===== src/rtl/tgad_pkg.sv =====
`timescale 1ns / 1ps

package tgad_pkg;

   // parser phases
   typedef enum logic [2:0] {
      PH_HEADER,
      PH_IDSKIP,
      PH_PACKET,
      PH_PIXEL,
      PH_IDLE
   } phase_type;

   // result kinds
   localparam logic [1:0] KIND_HEADER    = 2'd0;
   localparam logic [1:0] KIND_PIXEL     = 2'd1;
   localparam logic [1:0] KIND_BAD_TYPE  = 2'd2;
   localparam logic [1:0] KIND_BAD_DEPTH = 2'd3;

   // header layout
   localparam int          HDR_COUNT_W   = 5;
   localparam logic [4:0]  HDR_ID_LEN    = 5'd0;
   localparam logic [4:0]  HDR_CMAP      = 5'd1;
   localparam logic [4:0]  HDR_TYPE      = 5'd2;
   localparam logic [4:0]  HDR_WIDTH_LO  = 5'd12;
   localparam logic [4:0]  HDR_WIDTH_HI  = 5'd13;
   localparam logic [4:0]  HDR_HEIGHT_LO = 5'd14;
   localparam logic [4:0]  HDR_HEIGHT_HI = 5'd15;
   localparam logic [4:0]  HDR_DEPTH     = 5'd16;
   localparam logic [4:0]  HDR_LAST      = 5'd17;

   localparam logic [7:0]  TYPE_RAW      = 8'd2;
   localparam logic [7:0]  TYPE_RLE      = 8'd10;
   localparam logic [7:0]  DEPTH_24      = 8'd24;
   localparam logic [7:0]  DEPTH_32      = 8'd32;
   localparam logic [7:0]  ALPHA_OPAQUE  = 8'hff;
   localparam logic [7:0]  PKT_COUNT_MASK = 8'h7f;

   // divider for run wrap: quotient is at most the longest run
   localparam int DIM_W         = 16;
   localparam int RUN_W         = 8;
   localparam int DIV_QUOT_W    = 9;
   localparam int DIV_BITS_STEP = 3;
   localparam int DIV_CYCLES    = DIV_QUOT_W / DIV_BITS_STEP;
   localparam int DIV_NUM_W     = DIM_W + 1;
   localparam int DIV_DVS_W     = DIM_W + DIV_QUOT_W - 1;

   typedef struct packed {
      logic                   start;
      logic [DIV_NUM_W-1:0]   dividend;
      logic [DIM_W-1:0]       divisor;
   } div_start_type;

   typedef struct packed {
      logic                   valid;
      logic [DIV_QUOT_W-1:0]  quot;
      logic [DIM_W-1:0]       rem;
   } div_result_type;

   typedef struct packed {
      logic [1:0]        kind;
      logic [7:0]        red;
      logic [7:0]        green;
      logic [7:0]        blue;
      logic [7:0]        alpha;
      logic [DIM_W-1:0]  start_row;
      logic [DIM_W-1:0]  start_column;
      logic [RUN_W-1:0]  run_length;
      logic [DIM_W-1:0]  image_width;
      logic [DIM_W-1:0]  image_height;
      logic              image_done;
   } rsp_item_type;

endpackage


===== src/rtl/tgad_div.sv =====
`timescale 1ns / 1ps

module tgad_div
   import tgad_pkg::*;
(
   input  logic           clock,
   input  logic           reset,
   input  div_start_type  start_i,
   output div_result_type result_o
);

   localparam int STEPS_W = $clog2(DIV_CYCLES + 1);

   logic [DIV_NUM_W-1:0]  rem_ff, rem_in;
   logic [DIV_DVS_W-1:0]  dvs_ff, dvs_in;
   logic [DIV_QUOT_W-1:0] quot_ff, quot_in;
   logic [STEPS_W-1:0]    steps_ff;

   // restoring division, a few quotient bits per cycle
   always_comb begin
      rem_in  = rem_ff;
      dvs_in  = dvs_ff;
      quot_in = quot_ff;
      for (int j = 0; j < DIV_BITS_STEP; j++) begin
         if ({{(DIV_DVS_W-DIV_NUM_W){1'b0}}, rem_in} >= dvs_in) begin
            rem_in  = rem_in - dvs_in[DIV_NUM_W-1:0];
            quot_in = {quot_in[DIV_QUOT_W-2:0], 1'b1};
         end else begin
            quot_in = {quot_in[DIV_QUOT_W-2:0], 1'b0};
         end
         dvs_in = dvs_in >> 1;
      end
   end

   always_ff @(posedge clock) begin
      if (reset) begin
         steps_ff <= '0;
      end else if (start_i.start) begin
         steps_ff <= STEPS_W'(DIV_CYCLES);
      end else if (steps_ff != '0) begin
         steps_ff <= steps_ff - 1'b1;
      end
   end

   always_ff @(posedge clock) begin
      if (start_i.start) begin
         rem_ff  <= start_i.dividend;
         dvs_ff  <= {start_i.divisor, {(DIV_QUOT_W-1){1'b0}}};
         quot_ff <= '0;
      end else if (steps_ff != '0) begin
         rem_ff  <= rem_in;
         dvs_ff  <= dvs_in;
         quot_ff <= quot_in;
      end
   end

   // final bits are handed over on the edge of the last step
   assign result_o.valid = (steps_ff == STEPS_W'(1));
   assign result_o.quot  = quot_in;
   assign result_o.rem   = rem_in[DIM_W-1:0];

endmodule


===== src/rtl/tgad_parser.sv =====
`timescale 1ns / 1ps

module tgad_parser
   import tgad_pkg::*;
(
   input  logic          clock,
   input  logic          reset,
   input  logic          accept_i,
   input  logic [7:0]    data_byte_i,
   input  logic          file_start_i,
   output logic          res_valid_o,
   output rsp_item_type  res_o
);

   phase_type               phase_ff, phase_in;
   logic [HDR_COUNT_W-1:0]  hcount_ff, hcount_in;
   logic [7:0]              idskip_ff, idskip_in;
   logic                    rle_ff, rle_in;
   logic                    bpp4_ff, bpp4_in;
   logic [DIM_W-1:0]        width_ff, width_in;
   logic [DIM_W-1:0]        height_ff, height_in;
   logic [DIM_W-1:0]        row_ff, row_in;
   logic [DIM_W-1:0]        col_ff, col_in;
   logic [RUN_W-1:0]        pkt_left_ff, pkt_left_in;
   logic                    pkt_run_ff, pkt_run_in;
   logic [1:0]              idx_ff, idx_in;
   logic [7:0]              cmap_ff, cmap_in;
   logic [7:0]              type_ff, type_in;
   logic [7:0]              depth_ff, depth_in;
   logic [2*DIM_W-1:0]      left_ff, left_in;
   logic [2*DIM_W-1:0]      area_ff;
   logic [7:0]              byte0_ff, byte0_in;
   logic [7:0]              byte1_ff, byte1_in;
   logic [7:0]              byte2_ff, byte2_in;

   phase_type               eff_phase;
   logic [HDR_COUNT_W-1:0]  eff_count;
   logic                    begin_px;
   logic                    rle_new;
   logic                    complete;
   logic [RUN_W-1:0]        run_len;
   logic                    clip;
   logic                    done;

   div_start_type           div_start;
   div_result_type          div_res;

   tgad_div u_div (
      .clock    (clock),
      .reset    (reset),
      .start_i  (div_start),
      .result_o (div_res)
   );

   always_comb begin
      phase_in    = phase_ff;
      hcount_in   = hcount_ff;
      idskip_in   = idskip_ff;
      rle_in      = rle_ff;
      bpp4_in     = bpp4_ff;
      width_in    = width_ff;
      height_in   = height_ff;
      row_in      = row_ff;
      col_in      = col_ff;
      pkt_left_in = pkt_left_ff;
      pkt_run_in  = pkt_run_ff;
      idx_in      = idx_ff;
      cmap_in     = cmap_ff;
      type_in     = type_ff;
      depth_in    = depth_ff;
      left_in     = left_ff;
      byte0_in    = byte0_ff;
      byte1_in    = byte1_ff;
      byte2_in    = byte2_ff;
      begin_px    = 1'b0;
      rle_new     = rle_ff;
      complete    = 1'b0;
      run_len     = '0;
      clip        = 1'b0;
      done        = 1'b0;
      res_valid_o = 1'b0;
      res_o       = '0;
      div_start.start    = 1'b0;
      div_start.dividend = {1'b0, col_ff};
      div_start.divisor  = width_ff;

      // long run wrapped over rows: position lands from the divider
      if (div_res.valid) begin
         col_in = div_res.rem;
         row_in = row_ff - DIM_W'(div_res.quot);
      end

      eff_phase = file_start_i ? PH_HEADER : phase_ff;
      eff_count = file_start_i ? '0 : hcount_ff;

      if (accept_i) begin
         unique case (eff_phase)
            PH_HEADER: begin
               case (eff_count)
                  HDR_ID_LEN:    idskip_in = data_byte_i;
                  HDR_CMAP:      cmap_in = data_byte_i;
                  HDR_TYPE:      type_in = data_byte_i;
                  HDR_WIDTH_LO:  width_in[7:0] = data_byte_i;
                  HDR_WIDTH_HI:  width_in[15:8] = data_byte_i;
                  HDR_HEIGHT_LO: height_in[7:0] = data_byte_i;
                  HDR_HEIGHT_HI: height_in[15:8] = data_byte_i;
                  HDR_DEPTH:     depth_in = data_byte_i;
                  default: ;
               endcase
               hcount_in = eff_count + 1'b1;
               phase_in  = PH_HEADER;
               if (eff_count == HDR_LAST) begin
                  hcount_in   = '0;
                  res_valid_o = 1'b1;
                  phase_in    = PH_IDLE;
                  if (type_ff != TYPE_RAW && type_ff != TYPE_RLE) begin
                     res_o.kind = KIND_BAD_TYPE;
                  end else if (cmap_ff != 8'd0 ||
                               (depth_ff != DEPTH_24 && depth_ff != DEPTH_32)) begin
                     res_o.kind = KIND_BAD_DEPTH;
                  end else begin
                     rle_new            = (type_ff == TYPE_RLE);
                     rle_in             = rle_new;
                     bpp4_in            = (depth_ff == DEPTH_32);
                     res_o.kind         = KIND_HEADER;
                     res_o.image_width  = width_ff;
                     res_o.image_height = height_ff;
                     if (width_ff == '0 || height_ff == '0) begin
                        res_o.image_done = 1'b1;
                     end else if (idskip_ff != 8'd0) begin
                        phase_in = PH_IDSKIP;
                     end else begin
                        begin_px = 1'b1;
                     end
                  end
               end
            end
            PH_IDSKIP: begin
               idskip_in = idskip_ff - 1'b1;
               if (idskip_in == 8'd0) begin
                  begin_px = 1'b1;
               end
            end
            PH_PACKET: begin
               pkt_left_in = (data_byte_i & PKT_COUNT_MASK) + 1'b1;
               pkt_run_in  = data_byte_i[7];
               idx_in      = '0;
               phase_in    = PH_PIXEL;
            end
            PH_PIXEL: begin
               complete = (idx_ff == 2'd3) || (!bpp4_ff && idx_ff == 2'd2);
               idx_in   = idx_ff + 1'b1;
               case (idx_ff)
                  2'd0: byte0_in = data_byte_i;
                  2'd1: byte1_in = data_byte_i;
                  2'd2: byte2_in = data_byte_i;
                  default: ;
               endcase
               if (complete) begin
                  idx_in  = '0;
                  run_len = pkt_run_ff ? pkt_left_ff : RUN_W'(1);
                  clip    = (left_ff[2*DIM_W-1:RUN_W] == '0) && (left_ff[RUN_W-1:0] < run_len);
                  if (clip) begin
                     run_len = left_ff[RUN_W-1:0];
                  end
                  done = ({{(2*DIM_W-RUN_W){1'b0}}, run_len} == left_ff);

                  res_valid_o        = 1'b1;
                  res_o.kind         = KIND_PIXEL;
                  res_o.blue         = byte0_ff;
                  res_o.green        = byte1_ff;
                  res_o.red          = (idx_ff == 2'd2) ? data_byte_i : byte2_ff;
                  res_o.alpha        = bpp4_ff ? data_byte_i : ALPHA_OPAQUE;
                  res_o.start_row    = row_ff;
                  res_o.start_column = col_ff;
                  res_o.run_length   = run_len;
                  res_o.image_width  = width_ff;
                  res_o.image_height = height_ff;
                  res_o.image_done   = done;

                  if (done) begin
                     phase_in = PH_IDLE;
                  end else begin
                     left_in = left_ff - {{(2*DIM_W-RUN_W){1'b0}}, run_len};
                     if (run_len == RUN_W'(1)) begin
                        // single pixel steps at most one row
                        if (col_ff + 1'b1 == width_ff) begin
                           col_in = '0;
                           row_in = row_ff - 1'b1;
                        end else begin
                           col_in = col_ff + 1'b1;
                        end
                     end else begin
                        div_start.start    = 1'b1;
                        div_start.dividend = {1'b0, col_ff}
                                             + {{(DIV_NUM_W-RUN_W){1'b0}}, run_len};
                     end
                     if (rle_ff) begin
                        if (pkt_run_ff) begin
                           phase_in = PH_PACKET;
                        end else begin
                           pkt_left_in = pkt_left_ff - 1'b1;
                           if (pkt_left_in == '0) begin
                              phase_in = PH_PACKET;
                           end
                        end
                     end
                  end
               end
            end
            default: ;
         endcase
      end

      if (begin_px) begin
         row_in      = height_ff - 1'b1;
         col_in      = '0;
         idx_in      = '0;
         byte0_in    = '0;
         byte1_in    = '0;
         byte2_in    = '0;
         pkt_left_in = '0;
         pkt_run_in  = 1'b0;
         left_in     = area_ff;
         phase_in    = rle_new ? PH_PACKET : PH_PIXEL;
      end
   end

   always_ff @(posedge clock) begin
      if (reset) begin
         phase_ff    <= PH_HEADER;
         hcount_ff   <= '0;
         idskip_ff   <= '0;
         rle_ff      <= 1'b0;
         bpp4_ff     <= 1'b0;
         width_ff    <= '0;
         height_ff   <= '0;
         row_ff      <= '0;
         col_ff      <= '0;
         pkt_left_ff <= '0;
         pkt_run_ff  <= 1'b0;
         idx_ff      <= '0;
         cmap_ff     <= '0;
         type_ff     <= '0;
         depth_ff    <= '0;
         left_ff     <= '0;
      end else begin
         phase_ff    <= phase_in;
         hcount_ff   <= hcount_in;
         idskip_ff   <= idskip_in;
         rle_ff      <= rle_in;
         bpp4_ff     <= bpp4_in;
         width_ff    <= width_in;
         height_ff   <= height_in;
         row_ff      <= row_in;
         col_ff      <= col_in;
         pkt_left_ff <= pkt_left_in;
         pkt_run_ff  <= pkt_run_in;
         idx_ff      <= idx_in;
         cmap_ff     <= cmap_in;
         type_ff     <= type_in;
         depth_ff    <= depth_in;
         left_ff     <= left_in;
      end
   end

   // image area is settled by the time the last header byte is taken
   always_ff @(posedge clock) begin
      area_ff  <= width_ff * height_ff;
      byte0_ff <= byte0_in;
      byte1_ff <= byte1_in;
      byte2_ff <= byte2_in;
   end

endmodule


===== src/rtl/tga_rle_rgba_decoder.sv =====
`timescale 1ns / 1ps

// a result is on rsp_tvalid in the cycle after the transfer of the byte that completes it
// throughput: one byte per cycle, held off by rsp back-pressure; one result at most per byte
// the row wrap of a long run is resolved by a divider, done before the next pixel
// reset: synchronous, active high; parser back to header byte zero, result register emptied

module tga_rle_rgba_decoder
   import tgad_pkg::*;
(
   input  logic          clock,
   input  logic          reset,
   input  logic          req_tvalid,
   output logic          req_tready,
   input  logic [7:0]    req_tdata,   // data_byte
   input  logic [0:0]    req_tuser,   // file_start
   output logic          rsp_tvalid,
   input  logic          rsp_tready,
   output logic [103:0]  rsp_tdata,   // red, green, blue, alpha, start_row, start_column,
                                      // run_length, image_width, image_height
   output logic [1:0]    rsp_tuser,   // result_kind
   output logic          rsp_tlast    // image_done
);

   logic          accept;
   logic          res_valid;
   rsp_item_type  res;
   logic          out_valid_ff;
   rsp_item_type  out_ff;

   assign req_tready = !out_valid_ff || rsp_tready;
   assign accept     = req_tvalid && req_tready;

   tgad_parser u_parser (
      .clock        (clock),
      .reset        (reset),
      .accept_i     (accept),
      .data_byte_i  (req_tdata),
      .file_start_i (req_tuser[0]),
      .res_valid_o  (res_valid),
      .res_o        (res)
   );

   always_ff @(posedge clock) begin
      if (reset) begin
         out_valid_ff <= 1'b0;
      end else if (req_tready) begin
         out_valid_ff <= res_valid;
      end
   end

   always_ff @(posedge clock) begin
      if (req_tready && res_valid) begin
         out_ff <= res;
      end
   end

   assign rsp_tvalid = out_valid_ff;
   assign rsp_tuser  = out_ff.kind;
   assign rsp_tlast  = out_ff.image_done;
   assign rsp_tdata  = {out_ff.image_height, out_ff.image_width, out_ff.run_length,
                        out_ff.start_column, out_ff.start_row, out_ff.alpha,
                        out_ff.blue, out_ff.green, out_ff.red};

endmodule


===== config.mk =====
export PLATFORM = sky130hd
export DESIGN_NAME = tga_rle_rgba_decoder
export DESIGN_NICKNAME = d
export VERILOG_FILES = /design/src/rtl/tgad_pkg.sv /design/src/rtl/tgad_div.sv /design/src/rtl/tgad_parser.sv /design/src/rtl/tga_rle_rgba_decoder.sv
export SDC_FILE = /design/constraint.sdc
export NUM_CORES = 2
export LEC_CHECK = 0
export BUFFER_PORTS_ARGS = -buffer_cell sky130_fd_sc_hd__buf_2
export CAP_MARGIN = 25
export CORE_MARGIN = 3
export CORE_UTILIZATION = 30
export CTS_CLUSTER_DIAMETER = 200
export CTS_CLUSTER_SIZE = 40
export DETAILED_ROUTE_END_ITERATION = 16
export GPL_TIMING_DRIVEN = 0
export PLACE_DENSITY_LB_ADDON = 0.05
export SYNTH_ARGS = -nofsm -noshare
export SYNTH_HDL_FRONTEND = slang
export SYNTH_SLANG_ARGS = --single-unit
export TNS_END_PERCENT = 1

===== constraint.sdc =====
create_clock -name clock -period 20.3 [get_ports clock]
set_input_delay 1.015 -clock clock [delete_from_list [all_inputs] [get_ports clock]]
set_output_delay 1.015 -clock clock [all_outputs]
set_load 0.01 [all_outputs]

==> flow_summary_export.csv <==
group,metric,value,unit
outcome,status,"complete, no violations",
timing,slew_violations,0,
final_layout,fin_cells,4748,
global_routing,use_met1,29.4,%
global_routing,grt_pass1_wl,160000,µm
drt,ant_nets,0,
place,place_ws,8370,ps
global_routing,grt_max_degree,73,
global_routing,use_met2,34.6,%
yosys,synth_top_area_share,15.2,%
clock_tree,path_clk_slew,150,ps
worst_setup_path,endpoint_kind,"register",
floorplan,die_area,0.101,mm²
worst_setup_path,r2r_slack,8250,ps
global_routing,globalRouteMet3Util,1.72,%
yosys,synth.avg_cell_area,8.78,µm²
drt,drt_first_iter_violations,1842,
final_layout,drive_gt1_share,6.93,%
worst_setup_path,worst-path-buf-inv,10,
timing,grt_setup_unrepaired,"no",
pwr,finalPower,2.85,mW
floorplan,num_io_pins,122,
clock_tree,cts.repair.resized,0,
global_routing,grt-busiest-layer,"met2",
worst_setup_path,worstSetupStartpointType,"register",
timing,setup_tns,0,ps
clock_tree,cts_root_buf,"clkbuf_16",
floorplan,std_cell_rows,113,
drt,wl_per_cell,22.4,µm
yosys,syn_nets,3742,
drt,vias_per_cell,5.12,
yosys,ys_warn_count,0,
clock_tree,cts-buffers-inserted,14,
pwr,p_per_area,88.9,mW/mm²
worst_setup_path,cpPeakStageDelay,700,ps
timing,fin_skew,45.9,ps
place,hpwl,84100,µm
global_routing,antenna_found_initial,4,
final_layout,seq_area,0.00865,mm²
timing,fin_crit_sh,59.3,%
yosys,syn_inst,3323,
clock_tree,ctsHoldBuffers,0,
clock_tree,cts_sinks,362,
final_layout,synthToLayoutAreaGrowth,9.84,%
yosys,synth-async-reset-ratio,0,%
worst_setup_path,critPathKind,"register to register",
worst_setup_path,critical_path.max_fanout,10,
floorplan,core-area,0.0957,mm²
clock_tree,postCtsSetupBuffers,0,
clock_tree,clkLatencyLatePin,600,ps
min_path,min_path_type,"register to register",
timing,period_needed,12050,ps
floorplan,dieWidth,318,µm
timing,relSlewSlack,22.6,%
yosys,synth_commonest_cells,"nand2_1, inv_1, nor2_1",
place,portBuffers,118,
global_routing,gr-total-overflow,0,
yosys,synthFlopType,"dfxtp_1",
worst_setup_path,critical_path_arrival,12510,ps
timing,hold_violations,0,
yosys,synth_top_cell_by_area,"dfxtp_1",
yosys,synth_seq_cells,362,
drt,drt-total-wl,106000,µm
place,place_inst,4721,
timing,fmax,83.0,MHz
floorplan,start_util,30.5,%
clock_tree,htreeDepth,1,
worst_setup_path,worstPathRequired,20770,ps
pwr,p_leak,14.1,nW
yosys,synth_edf_count,140,
final_layout,fillers,10000,
global_routing,grt_pass1_vias,24500,
timing,hold_ws,460,ps
place,gp_congestion,0.890,
yosys,synth_area,0.0292,mm²
timing,setup_viol,0,
timing,fin_ws,8250,ps
worst_setup_path,crit_top_cell,"inv_1",
worst_setup_path,slowest_stage,"clkbuf_1",
yosys,synth_most_common_cell,"nand2_1",
final_layout,multiInputGateArea,0.0186,mm²
job,maxCapViolations,0,
clock_tree,clockBufferDepth,3,
drt,vias,24300,
worst_setup_path,critPathTopFamily,"compound AO/OA/AOI/OAI gates",
pwr,ir_worst_vdd,0.0497,mV
yosys,synth_area_leaders,"dfxtp_1, edfxtp_1, fa_1",
yosys,ys_types,93,
floorplan,die_height,318,µm
timing,worstMarginPinSlew,1160,ps
yosys,seq_area_frac_synth,29.6,%
drt,drc_errors,0,
clock_tree,cts_tree,"done",
global_routing,globalRouteTotalUtil,20.7,%
drt,dr.pass1.iters,5,
final_layout,nets,3891,
## sequential cells by signal, indices dropped and copies added (netlist names), 16 cells and up
| signal | flops |
|---|---|
| u_parser.height_ff | 16 |
| u_parser.u_div.dvs_ff | 24 |
| u_parser.u_div.rem_ff | 17 |
| u_parser.area_ff | 32 |
| u_parser.width_ff | 16 |
| u_parser.left_ff | 32 |
| u_parser.row_ff | 16 |
| rsp_tdata | 104 |
| u_parser.col_ff | 16 |
## routing by layer
layer,vias to the layer above,share of wire (%),wire [µm]
met3,90,4.0,4230
met2,571,47,50100
met1,12100,47,50000
met4,0,1.8,1860
met5,-,0,0
li1,11500,-,-
## tightest hold or removal path: stages, from the launching register on
cell     delay [ps]
dfxtp_1         320
nand2_1          50
a21oi_1          50
## layout make-up
| class | count | area share, % |
|---|---|---|
| Tap cell | 1265 | 4.94 |
| Buffer | 179 | 2.26 |
| Clock buffer | 20 | 1.23 |
| Sequential cell | 362 | 27.0 |
| Timing Repair Buffer | 133 | 2.45 |
| Multi-Input combinational cell | 2463 | 58.1 |
| Clock inverter | 4 | 0.285 |
| Antenna cell | 3 | 0.0234 |
| Inverter | 319 | 3.74 |
## where the power goes
| part | switching (mW) | internal (mW) | total [mW] |
|---|---|---|---|
| clock network | 0.279 | 0.149 | 0.428 |
| registers | 0.0706 | 0.849 | 0.920 |
| logic | 0.911 | 0.589 | 1.50 |
| total | 1.26 | 1.59 | 2.85 |
## placed cells by master (no fill, tap or decap), types with 17 or more instances in the layout
cell type    n
nand2_1    417
inv_1      319
nor2_1     291
dfxtp_1    222
ha_1       206
fa_1       200
a21oi_1    184
and2_1     179
clkbuf_1   147
buf_2      141
edfxtp_1   140
o21ai_0    110
mux2i_1     94
xnor2_1     80
nor3_1      67
nand3_1     52
xor2_1      52
a211oi_1    37
a21o_1      34
a31oi_1     30
o21a_1      27
nor4_1      24
nand4_1     24
o31ai_1     23
or3_1       23
nor2b_1     22
and3_1      22
nand2b_1    19
mux2_2      19
a22oi_1     17
## worst paths after layout
check | to | from | cells past startpoint
worst max-delay path | u_parser.row_ff[10] | u_parser.u_div.rem_ff[0] | 42
worst min-delay path | u_parser.left_ff[12] | u_parser.area_ff[12] | 2
worst max register to register | u_parser.row_ff[10] | u_parser.u_div.rem_ff[0] | 42
worst min register to register | u_parser.left_ff[12] | u_parser.area_ff[12] | 2
## cells by family after synthesis
logic type	Yosys count	synth area share [%]
AND/OR/NAND/NOR	1230	20.4
flip-flops	362	29.6
multiplexers	113	3.96
buffers and inverters	498	6.59
AO/OA/AOI/OAI	582	12.9
XOR/XNOR	132	3.96
adder cells (fa/ha/maj)	406	22.6
## metrics by stage
stage                     cell area (µm²)  util (%)
after floorplan                     29200         -
after global placement              31300      32.8
after detailed placement            31600      33.0
after CTS                           32000      33.5
after global routing                32000      33.5
final                               32000      33.5
Note: power is estimated with default switching activity, not from simulation.
